**src/hdl/tlf_pkg.sv**
```systemverilog
// shared types and constants of the text line fold block
// no dependencies

package tlf_pkg;

    localparam int LINE_DEPTH_DEF  = 64;
    localparam int QUEUE_DEPTH_DEF = 4;

    // job fields are sized for the largest supported line store
    localparam int CNT_MAX_W = 11;
    localparam int IDX_MAX_W = 10;

    localparam int CFG_IDX_W = 2;
    localparam logic [CFG_IDX_W-1:0] REG_LINE_WIDTH = 2'd0;
    localparam logic [CFG_IDX_W-1:0] REG_BREAK_MODE = 2'd1;

    localparam logic [5:0] LINE_WIDTH_RST = 6'd63;
    localparam logic       BREAK_MODE_RST = 1'b1;

    localparam logic CMD_TEXT  = 1'b0;
    localparam logic CMD_FLUSH = 1'b1;

    localparam logic [7:0] CH_NL  = 8'h0A;
    localparam logic [7:0] CH_SP  = 8'h20;
    localparam logic [7:0] CH_TAB = 8'h09;

    typedef struct packed {
        logic [CNT_MAX_W-1:0] rd_len;
        logic [IDX_MAX_W-1:0] rd_start;
        logic                 nl;
        logic                 chr;
        logic                 store;
        logic [IDX_MAX_W-1:0] wr_idx;
        logic [7:0]           ch;
    } t_job;

endpackage

```
**src/hdl/tlf_queue.sv**
```systemverilog
// short job queue between the classifier and the emitter
// depends on tlf_pkg

module tlf_queue #(
    parameter int DEPTH = tlf_pkg::QUEUE_DEPTH_DEF
) (
    input  logic          i_clk,
    input  logic          i_rst_n,
    input  logic          i_push,
    input  tlf_pkg::t_job i_data,
    output logic          o_full,
    input  logic          i_pop,
    output tlf_pkg::t_job o_data,
    output logic          o_empty
);

    localparam int PW = (DEPTH > 1) ? $clog2(DEPTH) : 1;
    localparam int QW = $clog2(DEPTH + 1);

    tlf_pkg::t_job  r_slot [DEPTH];
    logic [PW-1:0]  r_wr_ptr;
    logic [PW-1:0]  r_rd_ptr;
    logic [QW-1:0]  r_count;

    function automatic logic [PW-1:0] ptr_inc(input logic [PW-1:0] p);
        if (p == PW'(DEPTH - 1)) begin
            return '0;
        end
        return p + 1'b1;
    endfunction

    assign o_full  = (r_count == QW'(DEPTH));
    assign o_empty = (r_count == '0);
    assign o_data  = r_slot[r_rd_ptr];

    always_ff @(posedge i_clk) begin
        if (i_push) begin
            r_slot[r_wr_ptr] <= i_data;
        end
    end

    always_ff @(posedge i_clk) begin
        if (!i_rst_n) begin
            r_wr_ptr <= '0;
            r_rd_ptr <= '0;
            r_count  <= '0;
        end else begin
            if (i_push) begin
                r_wr_ptr <= ptr_inc(r_wr_ptr);
            end
            if (i_pop) begin
                r_rd_ptr <= ptr_inc(r_rd_ptr);
            end
            if (i_push && !i_pop) begin
                r_count <= r_count + 1'b1;
            end else if (!i_push && i_pop) begin
                r_count <= r_count - 1'b1;
            end
        end
    end

`ifndef SYNTHESIS
    a_no_push_full: assert property (@(posedge i_clk) disable iff (!i_rst_n)
        i_push |-> !o_full) else $error("job pushed into full queue");
    a_no_pop_empty: assert property (@(posedge i_clk) disable iff (!i_rst_n)
        i_pop |-> !o_empty) else $error("job popped from empty queue");
    a_count_range: assert property (@(posedge i_clk) disable iff (!i_rst_n)
        r_count <= QW'(DEPTH)) else $error("queue count out of range");
`endif

endmodule

```
**src/hdl/tlf_front.sv**
```systemverilog
// input classifier: config registers, line bookkeeping, job generation
// depends on tlf_pkg

module tlf_front #(
    parameter int LINE_DEPTH = tlf_pkg::LINE_DEPTH_DEF
) (
    input  logic                          i_clk,
    input  logic                          i_rst_n,
    input  logic                          i_s_tvalid,
    output logic                          o_s_tready,
    input  logic [7:0]                    i_s_tdata,
    input  logic                          i_s_tuser,
    input  logic                          i_cfg_valid,
    output logic                          o_cfg_ready,
    input  logic [tlf_pkg::CFG_IDX_W-1:0] i_cfg_index,
    input  logic [5:0]                    i_cfg_data,
    input  logic                          i_full,
    output logic                          o_push,
    output tlf_pkg::t_job                 o_job
);

    localparam int AW = $clog2(LINE_DEPTH);
    localparam int CW = $clog2(LINE_DEPTH + 1);
    localparam int KW = (CW > 6) ? CW : 6;

    logic [5:0]    r_width;
    logic          r_mode;
    logic [AW-1:0] r_head,  n_head;
    logic [KW-1:0] r_count, n_count;
    logic [AW-1:0] r_boff,  n_boff;
    logic          r_blank, n_blank;

    logic          accept;
    logic          cfg_hit;
    logic [KW-1:0] w_hard;
    logic [KW-1:0] w_word;
    logic          wrap;
    logic          keep_blank;
    logic [KW-1:0] emit_n;
    logic [AW-1:0] head_a;
    logic [KW-1:0] count_a;
    logic          is_blank;
    tlf_pkg::t_job job;

    function automatic logic [AW-1:0] ring_add(input logic [AW-1:0] a,
                                               input logic [KW-1:0] b);
        logic [KW:0] s;
        s = {{(KW + 1 - AW){1'b0}}, a} + {1'b0, b};
        if (s >= (KW + 1)'(LINE_DEPTH)) begin
            s = s - (KW + 1)'(LINE_DEPTH);
        end
        return s[AW-1:0];
    endfunction

    assign o_s_tready  = !i_full;
    assign o_cfg_ready = 1'b1;
    assign accept      = i_s_tvalid && !i_full;
    assign cfg_hit     = i_cfg_valid && (i_cfg_index == tlf_pkg::REG_LINE_WIDTH ||
                                         i_cfg_index == tlf_pkg::REG_BREAK_MODE);

    assign w_hard = (r_width == '0) ? KW'(1) : KW'(r_width);
    assign w_word = (w_hard > KW'(LINE_DEPTH)) ? KW'(LINE_DEPTH) : w_hard;

    // word mode overflow split
    assign wrap       = (r_count >= w_word);
    assign keep_blank = r_blank && (KW'(r_boff) < r_count);
    assign emit_n     = !wrap ? '0 : (keep_blank ? KW'(r_boff) + 1'b1 : r_count);
    assign head_a     = ring_add(r_head, emit_n);
    assign count_a    = r_count - emit_n;
    assign is_blank   = (i_s_tdata == tlf_pkg::CH_SP) || (i_s_tdata == tlf_pkg::CH_TAB);

    always_comb begin
        job          = '0;
        job.rd_start = tlf_pkg::IDX_MAX_W'(r_head);
        job.ch       = i_s_tdata;
        n_head       = r_head;
        n_count      = r_count;
        n_boff       = r_boff;
        n_blank      = r_blank;
        if (!r_mode) begin
            if (i_s_tuser == tlf_pkg::CMD_FLUSH) begin
                n_count = '0;
            end else if (i_s_tdata == tlf_pkg::CH_NL) begin
                job.chr = 1'b1;
                n_count = '0;
            end else begin
                job.nl  = (r_count >= w_hard);
                job.chr = 1'b1;
                n_count = (job.nl ? '0 : r_count) + 1'b1;
            end
        end else begin
            if (i_s_tuser == tlf_pkg::CMD_FLUSH || i_s_tdata == tlf_pkg::CH_NL) begin
                job.rd_len = tlf_pkg::CNT_MAX_W'(r_count);
                job.nl     = (i_s_tuser == tlf_pkg::CMD_TEXT);
                n_head     = '0;
                n_count    = '0;
                n_boff     = '0;
                n_blank    = 1'b0;
            end else begin
                job.rd_len = tlf_pkg::CNT_MAX_W'(emit_n);
                job.nl     = wrap;
                job.store  = 1'b1;
                job.wr_idx = tlf_pkg::IDX_MAX_W'(ring_add(head_a, count_a));
                n_head     = head_a;
                n_count    = count_a + 1'b1;
                n_blank    = is_blank || (r_blank && !wrap);
                n_boff     = is_blank ? count_a[AW-1:0] : (wrap ? '0 : r_boff);
            end
        end
    end

    assign o_job  = job;
    assign o_push = accept && (job.rd_len != '0 || job.nl || job.chr || job.store);

    always_ff @(posedge i_clk) begin
        if (!i_rst_n) begin
            r_width <= tlf_pkg::LINE_WIDTH_RST;
            r_mode  <= tlf_pkg::BREAK_MODE_RST;
            r_head  <= '0;
            r_count <= '0;
            r_boff  <= '0;
            r_blank <= 1'b0;
        end else if (cfg_hit) begin
            if (i_cfg_index == tlf_pkg::REG_LINE_WIDTH) begin
                r_width <= i_cfg_data;
            end else begin
                r_mode <= i_cfg_data[0];
            end
            r_head  <= '0;
            r_count <= '0;
            r_boff  <= '0;
            r_blank <= 1'b0;
        end else if (accept) begin
            r_head  <= n_head;
            r_count <= n_count;
            r_boff  <= n_boff;
            r_blank <= n_blank;
        end
    end

endmodule

```
**src/hdl/tlf_back.sv**
```systemverilog
// emitter: line store, job sequencing and output register
// depends on tlf_pkg

module tlf_back #(
    parameter int LINE_DEPTH = tlf_pkg::LINE_DEPTH_DEF
) (
    input  logic          i_clk,
    input  logic          i_rst_n,
    input  logic          i_empty,
    input  tlf_pkg::t_job i_job,
    output logic          o_pop,
    output logic          o_m_tvalid,
    input  logic          i_m_tready,
    output logic [7:0]    o_m_tdata,
    output logic          o_m_tlast
);

    localparam int AW = $clog2(LINE_DEPTH);
    localparam int CW = $clog2(LINE_DEPTH + 1);

    typedef enum logic [2:0] {
        S_IDLE,
        S_READ,
        S_LOAD,
        S_NL,
        S_CHR,
        S_WR
    } t_state;

    logic [7:0]    r_store [LINE_DEPTH];
    logic [7:0]    r_rd_data;

    t_state        r_state,   n_state;
    tlf_pkg::t_job r_job,     n_job;
    logic [CW-1:0] r_left,    n_left;
    logic [AW-1:0] r_rd_idx,  n_rd_idx;
    logic          r_out_valid, n_out_valid;
    logic [7:0]    r_out_data,  n_out_data;
    logic          r_out_last,  n_out_last;
    logic          out_free;

    function automatic t_state after_buf(input tlf_pkg::t_job j);
        if (j.nl) begin
            return S_NL;
        end else if (j.chr) begin
            return S_CHR;
        end else if (j.store) begin
            return S_WR;
        end
        return S_IDLE;
    endfunction

    function automatic logic [AW-1:0] idx_inc(input logic [AW-1:0] p);
        if (p == AW'(LINE_DEPTH - 1)) begin
            return '0;
        end
        return p + 1'b1;
    endfunction

    assign out_free   = !r_out_valid || i_m_tready;
    assign o_pop      = (r_state == S_IDLE) && !i_empty;
    assign o_m_tvalid = r_out_valid;
    assign o_m_tdata  = r_out_data;
    assign o_m_tlast  = r_out_last;

    always_ff @(posedge i_clk) begin
        if (r_state == S_WR) begin
            r_store[r_job.wr_idx[AW-1:0]] <= r_job.ch;
        end
        if (r_state == S_READ) begin
            r_rd_data <= r_store[r_rd_idx];
        end
    end

    always_comb begin
        n_state     = r_state;
        n_job       = r_job;
        n_left      = r_left;
        n_rd_idx    = r_rd_idx;
        n_out_valid = r_out_valid && !i_m_tready;
        n_out_data  = r_out_data;
        n_out_last  = r_out_last;
        unique case (r_state)
            S_IDLE: begin
                if (!i_empty) begin
                    n_job    = i_job;
                    n_left   = CW'(i_job.rd_len);
                    n_rd_idx = i_job.rd_start[AW-1:0];
                    n_state  = (i_job.rd_len != '0) ? S_READ : after_buf(i_job);
                end
            end
            S_READ: begin
                n_rd_idx = idx_inc(r_rd_idx);
                n_state  = S_LOAD;
            end
            S_LOAD: begin
                if (out_free) begin
                    n_out_valid = 1'b1;
                    n_out_data  = r_rd_data;
                    n_out_last  = (r_left == CW'(1)) && !r_job.nl && !r_job.chr;
                    n_left      = r_left - 1'b1;
                    n_state     = (r_left == CW'(1)) ? after_buf(r_job) : S_READ;
                end
            end
            S_NL: begin
                if (out_free) begin
                    n_out_valid = 1'b1;
                    n_out_data  = tlf_pkg::CH_NL;
                    n_out_last  = !r_job.chr;
                    n_state     = r_job.chr ? S_CHR : (r_job.store ? S_WR : S_IDLE);
                end
            end
            S_CHR: begin
                if (out_free) begin
                    n_out_valid = 1'b1;
                    n_out_data  = r_job.ch;
                    n_out_last  = 1'b1;
                    n_state     = r_job.store ? S_WR : S_IDLE;
                end
            end
            S_WR: begin
                n_state = S_IDLE;
            end
            default: begin
                n_state = S_IDLE;
            end
        endcase
    end

    always_ff @(posedge i_clk) begin
        if (!i_rst_n) begin
            r_state     <= S_IDLE;
            r_out_valid <= 1'b0;
            r_left      <= '0;
        end else begin
            r_state     <= n_state;
            r_out_valid <= n_out_valid;
            r_left      <= n_left;
        end
        r_job      <= n_job;
        r_rd_idx   <= n_rd_idx;
        r_out_data <= n_out_data;
        r_out_last <= n_out_last;
    end

`ifndef SYNTHESIS
    a_left_nonzero: assert property (@(posedge i_clk) disable iff (!i_rst_n)
        (r_state == S_READ || r_state == S_LOAD) |-> r_left != '0)
        else $error("buffered emit with nothing left");
    a_load_after_read: assert property (@(posedge i_clk) disable iff (!i_rst_n)
        (r_state == S_LOAD && !$past(r_state == S_LOAD)) |-> $past(r_state == S_READ))
        else $error("store data used without a read");
`endif

endmodule

```
**src/hdl/text_line_fold_core.sv**
```systemverilog
// text line fold core: folds a byte stream into lines of bounded width
// depends on tlf_pkg, tlf_front, tlf_queue, tlf_back
// usage:
//   slave stream: i_s_tdata is the text byte, i_s_tuser the command (0 text,
//   1 flush of the pending line). master stream: o_m_tdata is the emitted
//   byte, o_m_tlast marks the last word caused by one input word.
//   config channel: index 0 line width (6 bits), index 1 break mode (bit 0,
//   1 breaks after the last blank). always ready; writes clear the line state
//   and the user must issue them only while the block is idle; the block
//   itself does not enforce this.
// sequencing:
//   an input word is classified in its accept cycle and queued as at most
//   one job. the emitter takes a new job only from its idle state, reads each
//   buffered byte back from the line store through a registered read port
//   (a read state, then a load state), then sends any inserted newline and
//   the passed-through byte, and for a stored byte last writes it to the
//   line store.
// reset: synchronous, active low; clears line state, width 63, break-at-blanks on
// stall: a stalled master side holds the output register; the job queue
//   keeps taking input words until it fills, then o_s_tready drops.

module text_line_fold_core #(
    parameter int LINE_DEPTH  = tlf_pkg::LINE_DEPTH_DEF,
    parameter int QUEUE_DEPTH = tlf_pkg::QUEUE_DEPTH_DEF
) (
    input  logic                          i_clk,
    input  logic                          i_rst_n,
    input  logic                          i_s_tvalid,
    output logic                          o_s_tready,
    input  logic [7:0]                    i_s_tdata,   // text_byte
    input  logic                          i_s_tuser,   // command
    output logic                          o_m_tvalid,
    input  logic                          i_m_tready,
    output logic [7:0]                    o_m_tdata,   // out_byte
    output logic                          o_m_tlast,
    input  logic                          i_cfg_valid,
    output logic                          o_cfg_ready,
    input  logic [tlf_pkg::CFG_IDX_W-1:0] i_cfg_index,
    input  logic [5:0]                    i_cfg_data
);

    logic          push;
    logic          pop;
    logic          full;
    logic          empty;
    tlf_pkg::t_job job_in;
    tlf_pkg::t_job job_out;

    tlf_front #(
        .LINE_DEPTH (LINE_DEPTH)
    ) u_front (
        .i_clk       (i_clk),
        .i_rst_n     (i_rst_n),
        .i_s_tvalid  (i_s_tvalid),
        .o_s_tready  (o_s_tready),
        .i_s_tdata   (i_s_tdata),
        .i_s_tuser   (i_s_tuser),
        .i_cfg_valid (i_cfg_valid),
        .o_cfg_ready (o_cfg_ready),
        .i_cfg_index (i_cfg_index),
        .i_cfg_data  (i_cfg_data),
        .i_full      (full),
        .o_push      (push),
        .o_job       (job_in)
    );

    tlf_queue #(
        .DEPTH (QUEUE_DEPTH)
    ) u_queue (
        .i_clk   (i_clk),
        .i_rst_n (i_rst_n),
        .i_push  (push),
        .i_data  (job_in),
        .o_full  (full),
        .i_pop   (pop),
        .o_data  (job_out),
        .o_empty (empty)
    );

    tlf_back #(
        .LINE_DEPTH (LINE_DEPTH)
    ) u_back (
        .i_clk      (i_clk),
        .i_rst_n    (i_rst_n),
        .i_empty    (empty),
        .i_job      (job_out),
        .o_pop      (pop),
        .o_m_tvalid (o_m_tvalid),
        .i_m_tready (i_m_tready),
        .o_m_tdata  (o_m_tdata),
        .o_m_tlast  (o_m_tlast)
    );

endmodule
```
**config.mk**
```make
export PLATFORM = sky130hd
export DESIGN_NAME = text_line_fold_core
export DESIGN_NICKNAME = d
export VERILOG_FILES = /design/src/hdl/tlf_pkg.sv /design/src/hdl/tlf_queue.sv /design/src/hdl/tlf_front.sv /design/src/hdl/tlf_back.sv /design/src/hdl/text_line_fold_core.sv
export SDC_FILE = /design/constraint.sdc
export NUM_CORES = 1
export LEC_CHECK = 0
export BUFFER_PORTS_ARGS = -buffer_cell sky130_fd_sc_hd__buf_2
export CAP_MARGIN = 20
export CORE_UTILIZATION = 45
export DETAILED_ROUTE_END_ITERATION = 7
export PLACE_DENSITY = 0.71
export SYNTH_ARGS = -nofsm -noshare
export SYNTH_HDL_FRONTEND = slang
export SYNTH_SLANG_ARGS = --single-unit
```
**constraint.sdc**
```tcl
create_clock -name i_clk -period 5.79 [get_ports i_clk]
set_input_delay 1.158 -clock i_clk [delete_from_list [all_inputs] [get_ports i_clk]]
set_output_delay 1.158 -clock i_clk [all_outputs]
set_load 0.005 [all_outputs]
```
==> results of run 1 <==
[registers in the layout, summed over array words and instances (netlist names), 2 cells and up, named ones only]
name              cells
u_back.r_store      512
u_queue.r_slot      120
u_back.r_job         17
u_back.o_m_tdata      8
u_back.r_rd_data      8
u_back.r_left         7
u_front.r_count       7
u_back.r_rd_idx       6
u_front.r_boff        6
u_front.r_head        6
u_front.r_width       6
u_back.r_state        3
u_queue.r_count       3
u_queue.r_rd_ptr      2
u_queue.r_wr_ptr      2
[worst min-delay path, delay by kind of cell, from the launching register on]
family           cells  cell delay [ps]
AO/OA/AOI/OAI        1               70
AND/OR/NAND/NOR      1               70
flip-flops           1              310
[area by class of cell]
cell class,instances,area [um^2]
antenna,1,2.50
clock buffer,87,1870
clock inverter,41,307
fill,5242,32700
inverter,36,135
multi-input combinational,973,8150
sequential,719,21100
tap,864,1080
timing repair buffer,56,365
[stage by stage]
step | setup slack (ps) | hold WS, ps | cells
floorplan | 1420 | 467 | 1817
global placement | 919 | 485 | 2648
detailed placement | 866 | 487 | 2648
CTS | 811 | 501 | 2776
global route | 315 | 544 | 2776
finish | 799 | 496 | 2777
[kinds of logic (layout without fill, tap and decap cells)]
logic type | after synthesis | count (layout) | synth area share (%)
AO/OA/AOI/OAI | 331 | 331 | 7.09
XOR/XNOR | 24 | 24 | 0.729
adder cells (fa/ha/maj) | 43 | 43 | 1.90
buffers and inverters | 125 | 220 | 1.96
flip-flops | 719 | 719 | 70.7
multiplexers | 234 | 234 | 12.3
other | 1 | 2 | 0.0126
AND/OR/NAND/NOR | 340 | 340 | 5.30
[power groups by stage]
stage | clock network (mW) | logic, mW | registers [mW]
6_report | 4.32 | 4.50 | 6.88
3_5_place_dp | 0 | 4.48 | 6.97
3_3_place_gp | 0 | 4.36 | 6.96
4_1_cts | 4.39 | 4.50 | 6.87
2_1_floorplan | 0 | 2.92 | 7.06
5_1_grt | 4.57 | 4.81 | 6.90
[routing by layer]
| metal | global-route usage [%] | vias to the layer above | wire [um] |
|---|---|---|---|
| li1 | - | 7265 | - |
| met3 | 3.54 | 120 | 4960 |
| met5 | 0 | - | 0 |
| met1 | 27.1 | 8211 | 27300 |
| met4 | 6.86 | 0 | 1880 |
| met2 | 30.5 | 649 | 30400 |
[path summary, 6_finish.rpt]
path | startpoint | to | cells after the start
worst min-delay path | u_front.r_width[0] | u_front.r_width[0] | 2
worst min register to register | u_front.r_width[0] | u_front.r_width[0] | 2
worst max-delay path | u_front.r_count[4] | u_queue.r_slot[2][13] | 18
worst max register to register | u_front.r_count[4] | u_queue.r_slot[2][13] | 18
[layout by cell type, fill, tap and decap left out, types with 4 or more instances in the layout]
master,netlist,routed
inv_6,0,4
a22oi_1,19,19
o211ai_1,6,6
xnor2_1,13,13
fa_1,4,4
edfxtp_1,672,672
nand3b_1,5,5
dfxtp_1,47,46
nor3_1,12,12
xor2_1,10,10
o22ai_1,43,43
nor2b_1,21,21
a21oi_1,113,113
and2_1,17,17
a221oi_1,4,4
clkinv_1,0,13
mux2i_1,99,99
nand4_1,4,4
buf_2,23,32
clkbuf_16,0,72
or3_1,6,6
inv_1,36,36
clkbuf_1,45,14
and3_1,7,7
nand2b_1,10,9
a21o_1,8,8
a21boi_0,5,5
ha_1,39,39
nor3b_1,4,4
mux2_2,33,33
nand2_1,84,84
mux4_2,102,102
clkinv_2,0,14
buf_4,5,22
nor2_1,136,136
nor4_1,4,4
nand3_1,18,18
o21ai_0,65,65
o221ai_1,32,32
==> results.py, run 1 <==
metrics = {
    "status": {
        "outcome": "finished clean",
    },
    "worst_setup_path": {
        "cp_slowest_cell": "dfxtp_1",
        "cp.required_ps": 6110,
        "crit_type": "reg2reg",
        "path_cells": "inv_1 -> ha_1 -> a21o_1 -> a221oi_1 -> o21a_2 -> nor2_1 -> a211oi_1 -> ha_1 -> inv_1 -> fa_1 -> xor2_1 -> ha_1 -> a21oi_1 -> o21bai_1 -> a21oi_1 -> xnor2_1 -> xnor2_1 -> nor2_1",
        "rrSetupSlack_ps": 800,
        "cpMostUsedCell": "ha_1",
        "endpoint_kind": "flop",
        "critical_path_buf_inv_count": 2,
        "max_stage_delay_ps": 530,
        "crit_family": "compound AO/OA/AOI/OAI gates",
        "start_kind": "flop",
        "cp.arrival_ps": 5310,
        "critPathMaxFanout": 14,
    },
    "pwr": {
        "total_power_mw": 15.7,
        "power.density_nw_per_um2": 475,
        "clockPowerShare_pct": 27.5,
        "internal_power_mw": 10.6,
        "switching_share_pct": 32.6,
        "seq_power_share_pct": 43.8,
        "p_leak_nw": 10.8,
        "combPwrFrac_pct": 28.7,
        "p_switching_mw": 5.12,
        "vdd_drop_max_v": 0.000344,
    },
    "sta": {
        "max_slew_margin_pct": 30.7,
        "setup_violations": 0,
        "worstMarginPinSlew_ps": 1030,
        "fin_setup_tns_ps": 0,
        "hold_violations": 0,
        "fmax_mhz": 200,
        "grt_setup_unrepaired": "false",
        "finalClockSkew_ps": 25.0,
        "fin_crit_ps": 4990,
        "finalCritPeriodShare_pct": 86.2,
        "slew_violations": 0,
    },
    "cts": {
        "clockBufferDepth": 3,
        "numCtsBuffers": 72,
        "cts.sinks": 719,
        "clock_latency_ps": 620,
        "postCtsSetupRepairBufs": 0,
        "clockRootBuffer": "clkbuf_16",
        "htree_levels": 3,
        "tritoncts": "done",
        "cts_resized": 0,
        "cts.clk_slew.worst_paths_ps": 60,
        "hold_buffers": 0,
    },
    "drt": {
        "vias": 16200,
        "drt_iter0_drc": 1473,
        "drt-total-wl_mm": 64.6,
        "drc": 0,
        "avgRoutedWirePerCell_um": 23.3,
        "viasPerCell": 5.85,
        "ant_nets": 0,
        "first_pass_iters": 5,
    },
    "floorplanning": {
        "ios": 34,
        "die-area_um2": 67400,
        "rows": 94,
        "die_h_um": 260,
        "die_x_um": 260,
        "start_util_pct": 45.4,
        "core_area_um2": 65700,
    },
    "synthesis": {
        "syn_avg_cell_area_um2": 16.4,
        "synth_warnings": 0,
        "synth_top_area_share_pct": 67.6,
        "yosysSeqAreaShare_pct": 70.7,
        "synth_cell_types": 72,
        "netlist_top_cells_count": "672 x edfxtp_1, 136 x nor2_1, 113 x a21oi_1, 102 x mux4_2, 99 x mux2i_1",
        "ys_ff_latch": 719,
        "syn-num-nets": 1882,
        "synth_top_area_cell": "edfxtp_1",
        "synthTopCellsByArea": "edfxtp_1 68%, mux4_2 7.7%, mux2i_1 3.3%, dfxtp_1 3.2%, a21oi_1 1.9%",
        "yosysMostFrequentCell": "edfxtp_1",
        "syn_inst": 1817,
        "synth_edf_count": 672,
        "synth_ff_type": "edfxtp_1",
        "async_flop_share_pct": 0,
        "synth_area_um2": 29900,
    },
    "placement": {
        "dp_hpwl_mm": 40.0,
        "placedInstanceArea_um2": 30900,
        "place.gp.congestion": 0.882,
        "numPortBuffers": 32,
    },
    "global_route": {
        "grt_pass1_wl_mm": 98.8,
        "grt_pass1_vias": 16300,
        "grt_use_total_pct": 19.4,
        "grt-ovfl-total": 0,
        "antenna_found_initial": 0,
        "grt_max_degree": 119,
    },
    "cells_and_area": {
        "drive_gt1_share_pct": 16.5,
        "final_area_um2": 33000,
        "finish.utilization_pct": 50.2,
        "flow.area_growth_from_synthesis_pct": 10.6,
        "layout.nets": 1923,
    },
    "flow_run": {
        "cap_violations": 0,
    },
    "min_path": {
        "worstHoldPathType": "reg2reg",
    },
}
Note: power is estimated with default switching activity, not from simulation.
==> run 2: changes to the inputs <==
--- a/config.mk
+++ b/config.mk
@@ -9,4 +9,5 @@
 export CAP_MARGIN = 20
 export CORE_UTILIZATION = 45
+export CTS_BUF_LIST = sky130_fd_sc_hd__clkbuf_8
 export DETAILED_ROUTE_END_ITERATION = 7
 export PLACE_DENSITY = 0.71
==> constraint.sdc (replaced) <==
create_clock -name i_clk -period 5.79 [get_ports i_clk]
set_input_delay 0 -clock i_clk [delete_from_list [all_inputs] [get_ports i_clk]]
set_output_delay 0 -clock i_clk [all_outputs]
set_load 0.005 [all_outputs]
==> run 2 against run 1 <==
  * Core utilization up 0.27 points
  * Cell count up 3.5%
  * Largest cell class unchanged
  * Count of clock-buffer cells in the layout is 25 higher
  * Sequential share of layout area decreased by 0.34 points
==> results.py, run 2 (same netlist as run 1, synthesis figures left out) <==
metrics = {
    "status": {
        "outcome": "finished clean",
    },
    "sta": {
        "slew_violations": 0,
        "fmax_mhz": 196,
        "finalClockSkew_ps": 57.6,
        "hold_violations": 0,
        "setup_violations": 0,
        "finalCritPeriodShare_pct": 88.1,
        "worst_slack_ps": 688,
        "grt_setup_unrepaired": "false",
        "fin_setup_tns_ps": 0,
        "worstMarginPinSlew_ps": 984,
        "fin_crit_ps": 5100,
        "max_slew_margin_pct": 34.2,
    },
    "cells_and_area": {
        "final_area_um2": 33200,
        "flow.area_growth_from_synthesis_pct": 11.2,
        "drive_gt1_share_pct": 17.5,
        "antenna_cells": 0,
        "largest_reg_flops": 512,
        "layout_commonest_cell": "edfxtp_1",
        "final_cells": 2875,
        "layout.nets": 1996,
        "fillers": 5199,
        "most-common-layout-cells": "672 x edfxtp_1, 136 x nor2_1, 113 x a21oi_1",
    },
    "drt": {
        "avgRoutedWirePerCell_um": 22.6,
        "drc": 0,
        "viasPerCell": 5.78,
        "vias": 16600,
        "drt_iter0_drc": 1548,
        "first_pass_iters": 6,
        "drt-total-wl_mm": 64.9,
        "ant_nets": 0,
    },
    "global_route": {
        "grt-busiest-layer": "met2",
        "grt-ovfl-total": 0,
        "grt_pass1_wl_mm": 99.4,
        "grt_use_total_pct": 19.4,
        "grt_pass1_vias": 16800,
        "grt_use_met1_pct": 26.4,
        "grt_max_degree": 78,
        "met3_usage_pct": 4.43,
        "use_met2_pct": 31.1,
        "antenna_found_initial": 3,
    },
    "worst_setup_path": {
        "endpoint_kind": "flop",
        "start_kind": "flop",
        "regToRegEndpoint": "u_queue.r_slot[3][13]",
        "cp.arrival_ps": 5520,
        "worstRegToRegCells": 18,
        "rrSetupSlack_ps": 690,
        "cp.required_ps": 6210,
        "crit_type": "reg2reg",
        "r2r-start": "u_front.r_count[4]",
        "critPathMaxFanout": 14,
        "critPathLaunch": "u_front.r_count[4]",
    },
    "floorplanning": {
        "die_h_um": 260,
        "ios": 34,
        "core_area_um2": 65700,
        "rows": 94,
        "die_x_um": 260,
        "die-area_um2": 67400,
        "start_util_pct": 45.4,
    },
    "cts": {
        "clock_latency_ps": 740,
        "htree_levels": 3,
        "postCtsSetupRepairBufs": 0,
        "cts.clk_slew.worst_paths_ps": 60,
        "cts.sinks": 719,
        "clockRootBuffer": "clkbuf_8",
        "clockBufferDepth": 3,
        "numCtsBuffers": 109,
        "tritoncts": "done",
        "cts_resized": 0,
    },
    "min_path": {
        "hp-start": "i_s_tdata[6]",
        "worst_hold_path.num_cells": 2,
        "worstHoldPathType": "in2reg",
        "hold_path_end": "u_queue.r_slot[2][6]",
    },
    "pwr": {
        "combPwrFrac_pct": 29.4,
        "seq_power_share_pct": 45.0,
        "p_switching_mw": 5.05,
        "internal_power_mw": 10.2,
        "power.density_nw_per_um2": 459,
        "p_leak_nw": 11.0,
        "vdd_drop_max_v": 0.000370,
        "clockPowerShare_pct": 25.6,
        "switching_share_pct": 33.1,
    },
    "placement": {
        "dp_hpwl_mm": 40.4,
        "place.gp.congestion": 0.851,
        "numPortBuffers": 32,
        "dp.cells": 2651,
        "placedInstanceArea_um2": 30900,
        "pre_cts_ws_ps": 767,
    },
    "flow_run": {
        "cap_violations": 0,
    },
}
-- run 2: changes by cell type in the layout (fill, tap and decap cells not counted), sizes merged, moves of 3 or more --
cell,before,now
clkbuf,87,112
dlygate4sd3,0,33
bufinv,1,4
inv,41,78
buf,56,59
-- run 2: critical path, cell delays in order, from the launching register on --
cell	delay, ps
dfxtp_1	590
inv_1	120
ha_1	330
a21o_1	200
a221oi_1	330
o21a_2	400
nor2_1	70
a211oi_1	340
ha_1	250
inv_1	60
fa_1	420
xor2_1	420
ha_1	350
a21oi_1	260
o21bai_1	110
a21oi_1	180
xnor2_1	150
xnor2_1	140
nor2_1	80
-- run 2: routing by layer --
metal  wire, um  share of wire (%)
met4       1500                2.3
met3       5110                7.9
met5         12              0.018
met2      31100                 48
met1      27100                 42
-- run 2: per-stage QoR --
stage | hold WS [ps] | total power [mW] | utilization [%]
2_1_floorplan | 98.9 | 9.98 | -
3_3_place_gp | 228 | 11.3 | 46.9
3_5_place_dp | 234 | 11.4 | 46.9
4_1_cts | 10.8 | 15.3 | 50.5
5_1_grt | 45.7 | 15.9 | 50.5
6_report | 58.3 | 15.2 | 50.5
-- run 2: timing repair --
| action | CTS | global route |
|---|---|---|
| setup endpoints to repair | 0 | 0 |
| hold endpoints to repair | 71 | 0 |
| hold buffers | 33 | 0 |
-- run 2: power by group through the flow --
stage	clock [mW]	sequential (mW)	combinational [mW]
after floorplan	0	7.06	2.92
after global placement	0	6.94	4.36
after detailed placement	0	6.95	4.48
after CTS	3.97	6.85	4.50
after global routing	4.18	6.88	4.85
final	3.89	6.86	4.48
-- run 2: how the worst max path moves through the flow --
stage	end	slack (ps)
2_1_floorplan	u_queue.r_slot[0][13]	1420
3_3_place_gp	u_queue.r_slot[2][13]	850
3_5_place_dp	u_queue.r_slot[0][13]	770
4_1_cts	u_queue.r_slot[1][13]	740
5_1_grt	u_queue.r_slot[3][13]	360
6_report	u_queue.r_slot[3][13]	690
-- run 2: final cells by class --
type / instances / area, um^2 / area share (%)
timing repair buffer: 92 / 706 / 2.12
multi-input combinational: 973 / 8150 / 24.5
inverter: 36 / 135 / 0.407
sequential: 719 / 21100 / 63.6
clock inverter: 79 / 474 / 1.43
clock buffer: 112 / 1540 / 4.64
tap: 864 / 1080 / 3.26
==> run 3: changes to the inputs <==
PLACE_DENSITY = 0.73   (was 0.71)
clock period = 4.59 ns   (was 5.79 ns; I/O delays follow)
==> run 3 against run 2 <==
  * Fmax rose by 17%
  * Via count increased by 1.1%
  * Largest power group unchanged
  * Largest cell class unchanged
  * Cell area up 0.93%
  * Routed wire length grew 2.3%
==> results.py, run 3 (same netlist as run 1, synthesis figures left out) <==
metrics = {
    "cells_and_area": {
        "final_cells": 2901,
        "most-common-layout-cells": "672 x edfxtp_1, 135 x nor2_1, 116 x clkbuf_8",
        "largest_reg_flops": 512,
        "flow.area_growth_from_synthesis_pct": 12.3,
        "fillers": 5210,
        "layout_commonest_cell": "edfxtp_1",
        "layout.nets": 2020,
        "drive_gt1_share_pct": 18.9,
    },
    "placement": {
        "place.gp.congestion": 0.865,
        "dp.cells": 2673,
        "numPortBuffers": 32,
        "dp_hpwl_mm": 42.1,
    },
    "worst_setup_path": {
        "crit_family": "compound AO/OA/AOI/OAI gates",
        "path_cells": "ha_1 -> a21o_1 -> a31oi_2 -> o21a_2 -> a21oi_1 -> or2_2 -> ha_1 -> nor2b_1 -> o21ai_0 -> nor3b_4 -> nor2_1 -> ha_1 -> inv_1 -> o21bai_1 -> a21oi_1 -> xnor2_1 -> xnor2_1 -> nor2_2",
        "max_stage_delay_ps": 480,
        "cp_slowest_cell": "dfxtp_1",
        "endpoint_kind": "flop",
        "critPathMaxFanout": 8,
        "cp.arrival_ps": 4770,
        "cp.required_ps": 5010,
        "critical_path_buf_inv_count": 1,
        "start_kind": "flop",
        "cpMostUsedCell": "ha_1",
        "crit_type": "reg2reg",
    },
    "flow_run": {
        "cap_violations": 0,
    },
    "sta": {
        "finalClockSkew_ps": 45.6,
        "hold_violations": 0,
        "finalCritPeriodShare_pct": 94.6,
        "max_slew_margin_pct": 26.4,
        "worstMarginPinSlew_ps": 1100,
        "slew_violations": 0,
        "fin_crit_ps": 4340,
        "setup_violations": 0,
        "fmax_mhz": 230,
        "whs_ps": 76.7,
    },
    "drt": {
        "avgRoutedWirePerCell_um": 22.9,
        "drt_iter0_drc": 1694,
        "viasPerCell": 5.79,
        "drc": 0,
        "ant_nets": 0,
        "first_pass_iters": 5,
        "vias": 16800,
        "drt-total-wl_mm": 66.3,
    },
    "pwr": {
        "total_power_mw": 19.4,
        "power.density_nw_per_um2": 580,
        "p_leak_nw": 11.2,
        "vdd_drop_max_v": 0.000286,
    },
    "global_route": {
        "grt_use_total_pct": 19.9,
        "antenna_found_initial": 3,
        "grt_pass1_vias": 16800,
        "grt_max_degree": 68,
        "grt-ovfl-total": 0,
        "grt_pass1_wl_mm": 101,
    },
    "cts": {
        "numCtsBuffers": 107,
        "clockBufferDepth": 3,
        "cts.sinks": 719,
        "cts.clk_slew.worst_paths_ps": 70,
        "tritoncts": "done",
        "clockRootBuffer": "clkbuf_8",
        "htree_levels": 3,
        "clock_latency_ps": 710,
    },
    "status": {
        "outcome": "finished clean",
    },
    "floorplanning": {
        "start_util_pct": 45.4,
        "rows": 94,
        "core_area_um2": 65700,
        "ios": 34,
        "die_h_um": 260,
        "die-area_um2": 67400,
        "die_x_um": 260,
    },
    "min_path": {
        "worstHoldPathType": "in2reg",
    },
}
## run 3: area by class of cell
type                       instances  area (um^2)  area share (%)
antenna                            1         2.50         0.00747
clock buffer                     116         1600            4.76
clock inverter                    74          422            1.26
inverter                          36          135           0.403
multi-input combinational        973         8180            24.4
sequential                       719        21100            63.0
tap                              864         1080            3.23
timing repair buffer             118          976            2.91
## run 3: through the flow
step,TNS [ps],util [%],setup WS [ps],area (um^2)
after floorplan,0,-,223,29900
after global placement,0,47.3,272,31100
after detailed placement,0,47.3,131,31100
after CTS,0,50.8,95.5,33400
after global routing,-161,51.0,-40.4,33500
final,0,51.0,247,33500
## run 3: power breakdown
part	internal, mW	leakage [nW]	switching [mW]
Combinational	2.19	3.57	3.47
Clock	2.55	1.17	2.39
Sequential	8.30	6.46	0.549
Total	13.0	11.2	6.41
## run 3: final timing paths
check,from,endpoint,slack [ps],cells after the start
setup / recovery,u_front.r_boff[2],u_queue.r_slot[1][13],250,18
hold / removal,i_s_tdata[3],u_queue.r_slot[0][3],80,2
setup reg to reg,u_front.r_boff[2],u_queue.r_slot[1][13],250,18
hold reg to reg,u_queue.r_wr_ptr[1],u_queue.r_wr_ptr[1],510,2
## run 3: what timing repair did
action,in CTS,in global routing
hold buffers,33,0
endpoints found under the hold margin,71,0
resized for setup,0,7
buffers inserted,0,1
setup endpoints to repair,0,9
## run 3: routing by layer
layer | up-vias | track usage, % | wire [um]
met2 | 680 | 32.1 | 32000
met3 | 161 | 3.32 | 4770
li1 | 7484 | - | -
met1 | 8465 | 27.1 | 27300
met4 | 0 | 7.58 | 2190
met5 | - | 0 | 0
